$ cat config.mk
export PLATFORM = sky130hd
export DESIGN_NAME = lut3d_finish
export DESIGN_NICKNAME = d
export VERILOG_FILES = /design/src/hdl/assert_macros.svh /design/src/hdl/lut3d_pkg.sv /design/src/hdl/lut3d_finish.sv
export SDC_FILE = /design/constraint.sdc
export NUM_CORES = 2
export LEC_CHECK = 0
export ABC_AREA = 1
export BUFFER_PORTS_ARGS = -buffer_cell sky130_fd_sc_hd__buf_2
export CAP_MARGIN = 30
export CORE_MARGIN = 5
export CORE_UTILIZATION = 65
export CTS_CLUSTER_SIZE = 25
export DETAILED_ROUTE_END_ITERATION = 6
export HOLD_SLACK_MARGIN = 0.02
export PLACE_DENSITY = 0.84
export SLEW_MARGIN = 10
export SYNTH_ARGS = -nofsm -noshare
export SYNTH_HDL_FRONTEND = slang
export SYNTH_SLANG_ARGS = --single-unit
$ cat constraint.sdc
create_clock -name clk -period 22.6 [get_ports clk]
set_input_delay 0 -clock clk [delete_from_list [all_inputs] [get_ports clk]]
set_output_delay 0 -clock clk [all_outputs]
set_load 0.005 [all_outputs]
$ cat src/hdl/assert_macros.svh
// Assertion macros shared by the RTL. Define ASSERT_OFF to compile them away.
`ifndef ASSERT_MACROS_SVH
`define ASSERT_MACROS_SVH
`ifndef ASSERT_OFF
// Same-cycle implication.
`define ASSERT_IMPLY(label, clk, rst_n, ante, cons, msg) \
    label: assert property (@(posedge clk) disable iff (!rst_n) (ante) |-> (cons)) \
        else $error(msg);
// Implication checked in the next cycle.
`define ASSERT_NEXT(label, clk, rst_n, ante, cons, msg) \
    label: assert property (@(posedge clk) disable iff (!rst_n) (ante) |=> (cons)) \
        else $error(msg);
`else
`define ASSERT_IMPLY(label, clk, rst_n, ante, cons, msg)
`define ASSERT_NEXT(label, clk, rst_n, ante, cons, msg)
`endif
`endif

$ cat src/hdl/lut3d_pkg.sv
`default_nettype none

package lut3d_pkg;

    localparam int MAX_CUBE_DEF   = 33;
    localparam int ENTRY_BITS_DEF = 16;

    // Configuration register indexes.
    localparam logic [0:0] CFG_CUBE_SIZE    = 1'b0;
    localparam logic [0:0] CFG_BLEND_AMOUNT = 1'b1;

    localparam logic [5:0] CUBE_RESET  = 6'd33;
    localparam logic [5:0] CUBE_MIN    = 6'd2;
    localparam logic [8:0] BLEND_FULL  = 9'd256;

    // Request kinds.
    localparam logic KIND_LOAD  = 1'b0;
    localparam logic KIND_PIXEL = 1'b1;

    localparam logic [2:0] LAST_CORNER = 3'd7;

    typedef enum logic [2:0] {
        F_IDLE,
        F_SPLIT,
        F_ROW,
        F_PLANE,
        F_READ,
        F_DRAIN
    } lut3d_fetch_state_t;

    typedef enum logic [2:0] {
        D_IDLE,
        D_ESTIMATE,
        D_PRODUCT,
        D_CORRECT,
        D_BLEND
    } lut3d_fin_state_t;

endpackage

`default_nettype wire

$ cat src/hdl/lut3d_finish.sv
`default_nettype none

// Scales the accumulated sums to 8 bits with rounding, then blends. The
// quotient is first estimated from the top bits of the dividend with a
// reciprocal multiplication; the estimate is never high and at most one low,
// so one compare of the remainder against the divisor finishes it.
module lut3d_finish import lut3d_pkg::*; #(
    parameter int ENTRY_BITS = ENTRY_BITS_DEF
) (
    input  wire logic                       clk,
    input  wire logic                       rst_n,
    input  wire logic                       go,
    input  wire logic [2:0][ENTRY_BITS+23:0] acc,
    input  wire logic [2:0][7:0]            pix,
    input  wire logic [8:0]                 blend,
    output logic                            busy,
    output logic                            done,
    output logic [2:0][7:0]                 result
);

    localparam int DW    = ENTRY_BITS + 25;
    // Low dividend bits left out of the estimate; they add less than a
    // hundredth of a quotient step.
    localparam int SHIFT = ENTRY_BITS + 10;
    localparam longint unsigned DEN   = 64'd65025 * ((64'd1 << ENTRY_BITS) - 64'd1);
    localparam longint unsigned DEN2  = DEN << 1;
    localparam longint unsigned RECIP = (64'd1 << (SHIFT + 16)) / DEN2;
    localparam logic [DW-1:0] DEN_W   = DW'(DEN);
    localparam logic [DW-1:0] DEN2_W  = DW'(DEN2);
    localparam logic [23:0]   RECIP_W = 24'(RECIP);

    lut3d_fin_state_t state_reg, state_next;

    logic             done_reg;
    logic             load, est_en, prod_en, fix_en, blend_en;
    logic [DW-1:0]    x_reg [3];
    logic [7:0]       qe_reg [3];
    logic [DW-1:0]    prod_reg [3];
    logic [7:0]       q_reg [3];
    logic [23:0]      est [3];
    logic [DW-1:0]    rem_w [3];
    logic [2:0][7:0]  pix_reg;
    logic [2:0][7:0]  out_reg;
    logic [16:0]      mix [3];

    always_comb
    begin
        state_next = state_reg;
        case (state_reg)
            D_IDLE:     if (go) state_next = D_ESTIMATE;
            D_ESTIMATE: state_next = D_PRODUCT;
            D_PRODUCT:  state_next = D_CORRECT;
            D_CORRECT:  state_next = D_BLEND;
            D_BLEND:    state_next = D_IDLE;
            default:    state_next = D_IDLE;
        endcase
    end

    always_comb
    begin
        busy     = (state_reg != D_IDLE);
        load     = (state_reg == D_IDLE) && go;
        est_en   = (state_reg == D_ESTIMATE);
        prod_en  = (state_reg == D_PRODUCT);
        fix_en   = (state_reg == D_CORRECT);
        blend_en = (state_reg == D_BLEND);
    end

    always_ff @(posedge clk or negedge rst_n)
    begin
        if (!rst_n)
        begin
            state_reg <= D_IDLE;
            done_reg  <= 1'b0;
        end
        else
        begin
            state_reg <= state_next;
            done_reg  <= blend_en;
        end
    end

    // The sum never exceeds 255 times the full-scale weight, so the quotient
    // fits in eight bits and no saturation is needed.
    always_comb
    begin
        for (int ch = 0; ch < 3; ch++)
        begin
            est[ch]   = 24'(x_reg[ch][DW-1:SHIFT]) * RECIP_W;
            rem_w[ch] = x_reg[ch] - prod_reg[ch];
            mix[ch]   = 17'(pix_reg[ch]) * 17'(BLEND_FULL - blend)
                      + 17'(q_reg[ch]) * 17'(blend);
        end
    end

    always_ff @(posedge clk)
    begin
        if (load)
        begin
            pix_reg <= pix;
        end
        for (int ch = 0; ch < 3; ch++)
        begin
            if (load)
            begin
                x_reg[ch] <= {acc[ch], 1'b0} + DEN_W;
            end
            if (est_en)
            begin
                qe_reg[ch] <= est[ch][23:16];
            end
            if (prod_en)
            begin
                prod_reg[ch] <= DW'(qe_reg[ch]) * DEN2_W;
            end
            if (fix_en)
            begin
                q_reg[ch] <= qe_reg[ch] + ((rem_w[ch] >= DEN2_W) ? 8'd1 : 8'd0);
            end
            if (blend_en)
            begin
                out_reg[ch] <= mix[ch][15:8];
            end
        end
    end

    assign done   = done_reg;
    assign result = out_reg;

endmodule

`default_nettype wire

==> results.yml <==
outcome:
  status: "finished clean"
timing:
  timing.final.crit_period_ns: 7.09
  max_freq_ghz: 0.141
  tightest_slew_ns: 0.900
  skew_ns: 0.0325
  tns_ns: 0
  hold_viol: 0
  drv_slew: 0
  finalSetupViolations: 0
  fin_crit_sh_pct: 31.4
  grt_setup_unrepaired: "no"
  relSlewSlack_pct: 39.8
critical_path:
  cp_num_buf_inv: 7
  cp_max_fo: 47
  endpoint_kind: "flop"
  reg2regPathDepth: 23
  r2r_start: "pix_reg[5]"
  arrival_ns: 7.44
  crit_type: "input port to flop"
  cpLargestDelayFamily: "adder cells"
  cp_slowest_stage_delay_ns: 0.54
  rrSetupSlack_ns: 16.34
  slowest_stage: "fa_1"
  r2r_end: "result[7]"
  start_kind: "input port"
  critical_path_required_ns: 22.94
placement:
  dp_hpwl_um: 90500
  port_buffers: 181
  gp_congestion: 0.997
synthesis:
  mappedNetlistArea_um2: 42400
  synth.most_common_cell: "inv_1"
  ys_top_cells_by_area: "fa_1 (22%), edfxtp_1 (21%), ha_1 (13%), inv_1 (11%), nand2_1 (9.8%)"
  syn_nets: 6343
  synth_ff_type: "edfxtp_1"
  async_flop_share_pct: 1.33
  synth_top_area_share_pct: 21.7
  ys_types: 57
  yosys.area.top_type: "fa_1"
  ys_seq_area_share_pct: 21.3
  synth-edff-count: 297
  synth_common_cells: "inv_1 (1280), nand2_1 (1102), fa_1 (459)"
  yosysWarnings: 0
  synth_seq_cells: 301
  syn_area_per_cell_um2: 8.03
  synth_cells: 5275
final_layout:
  nFillCells: 4816
  regArea_um2: 9020
  syn_to_final_growth_pct: 13.0
  drive_gt1_share_pct: 5.91
  nNetsFinal: 6728
  largest_reg_flops: 120
  multiInputGateArea_um2: 28200
die:
  core_um2: 64500
  fp.dieH_um: 265
  die-area_um2: 70400
  start_util_pct: 65.7
  io_pins: 182
  die_w_um: 265
  std_cell_rows: 93
clock_network:
  cts.clk_slew.worst_paths_ns: 0.06
  cts_resized: 0
  numCtsBuffers: 39
  cts_htree_levels: 2
  clock_sinks: 301
  insertion_delay_ns: 0.59
  post_cts_buffers: 0
  cts_tree: "built"
  cts.path.max_buffers: 3
  ctsHoldBuffers: 231
  cts_root_buffer: "clkbuf_16"
drt:
  wl_met2_um: 55800
  drcViolationCount: 0
  post_drt_wl_per_cell_um: 17.9
  wl_met3_um: 9970
  dr_total_vias: 36100
  via_per_inst: 5.51
  m1WireLength_um: 45700
  wirelength_um: 117000
  highest_layer: "met4"
  ant_nets: 0
  drt_iter0_markers: 3521
  first_pass_iters: 7
grt:
  grt_pass1_vias: 37200
  grt_pass1_wl_um: 188000
  overflow: 0
  antenna_found_initial: 6
  grt_usage_pct: 33.2
  grt_max_degree: 63
min_path:
  min_to: "pix_reg[14]"
  holdCritPathClass: "input port to flop"
  min_from: "pix[14]"
  min_path_cells: 2
flow_run:
  max_cap_violations: 0
[cells in the final DEF (no fill, tap or decap), types with 15 or more instances in the layout]
cell           netlist  final
clkbuf_16            0     39
nand4_1             78     78
a21o_1              21     21
nand2_2             18     18
nand3_1            182    182
inv_1             1280   1280
nor3_1              37     34
nor2_1             454    452
o21bai_1            24     24
nand2_1           1102   1102
edfxtp_1           297    297
ha_1               453    453
xor2_1             207    207
a21oi_1            220    220
fa_1               459    459
dlygate4sd3_1        0    231
nand3b_1            15     15
buf_2                7    181
o21ai_0            106    106
xnor2_1            105    105
[kinds of logic after synthesis]
logic type               count (synthesis)  synth area share (%)
XOR/XNOR                               314                  6.53
AO/OA/AOI/OAI                          429                  5.67
buffers and inverters                 1364                  12.1
flip-flops                             301                  21.3
AND/OR/NAND/NOR                       1955                  19.3
adder cells (fa/ha/maj)                912                  35.1
[worst max-delay path by stage]
stage	startpoint	end	slack, ns	cells after the start
after floorplan	state_reg[2]	pix_reg[0]	15.36	3
after global placement	blend[0]	result[7]	15.27	30
after detailed placement	blend[0]	result[7]	15.06	29
after CTS	blend[0]	result[7]	15.67	30
after global routing	blend[0]	result[7]	15.13	30
final	blend[0]	result[7]	15.51	30
[worst register-to-register path: stages (launching register included)]
cell and delay, ns:
edfxtp_1 0.57, inv_1 0.31, nor2_1 0.12, fa_1 0.52, inv_1 0.05, fa_1 0.53
inv_1 0.05, fa_1 0.52, fa_1 0.45, fa_1 0.54, inv_1 0.05, fa_1 0.52
inv_1 0.04, ha_1 0.33, nand2_1 0.09, nor2_1 0.14, nand3_1 0.10, nand3_1 0.20
a21o_1 0.20, a21o_1 0.17, nand2_1 0.09, o21ai_0 0.20, nand3b_1 0.14, nand2_1 0.05
[stage by stage]
step	cell area [µm²]	hold WS (ns)	utilization, %	cells	worst slack (ns)
floorplan	42400	-0.296	-	5275	15.36
global placement	44100	-0.193	68.5	6242	15.27
detailed placement	44200	-0.193	68.5	6243	15.06
CTS	47900	0.0954	74.2	6545	15.67
global route	47900	0.127	74.2	6549	15.13
finish	47900	0.129	74.3	6552	15.51
[cell type report]
cell class	count	share of cell area, %
Multi-Input combinational cell	3610	59.0
Sequential cell	301	18.8
Inverter	1287	10.1
Timing Repair Buffer	421	6.91
Tap cell	855	2.23
Clock buffer	46	2.11
Clock inverter	25	0.774
Antenna cell	7	0.0366
[per-layer routing]
layer / up-vias / GRT usage (%)
li1: 17000 / -
met1: 17100 / 42.4
met2: 1604 / 56.6
met3: 412 / 6.05
met4: 0 / 13.1
met5: - / 0
Power is not shown: default switching activity piles up to over one toggle a cycle in this logic, so the estimate is an artifact.
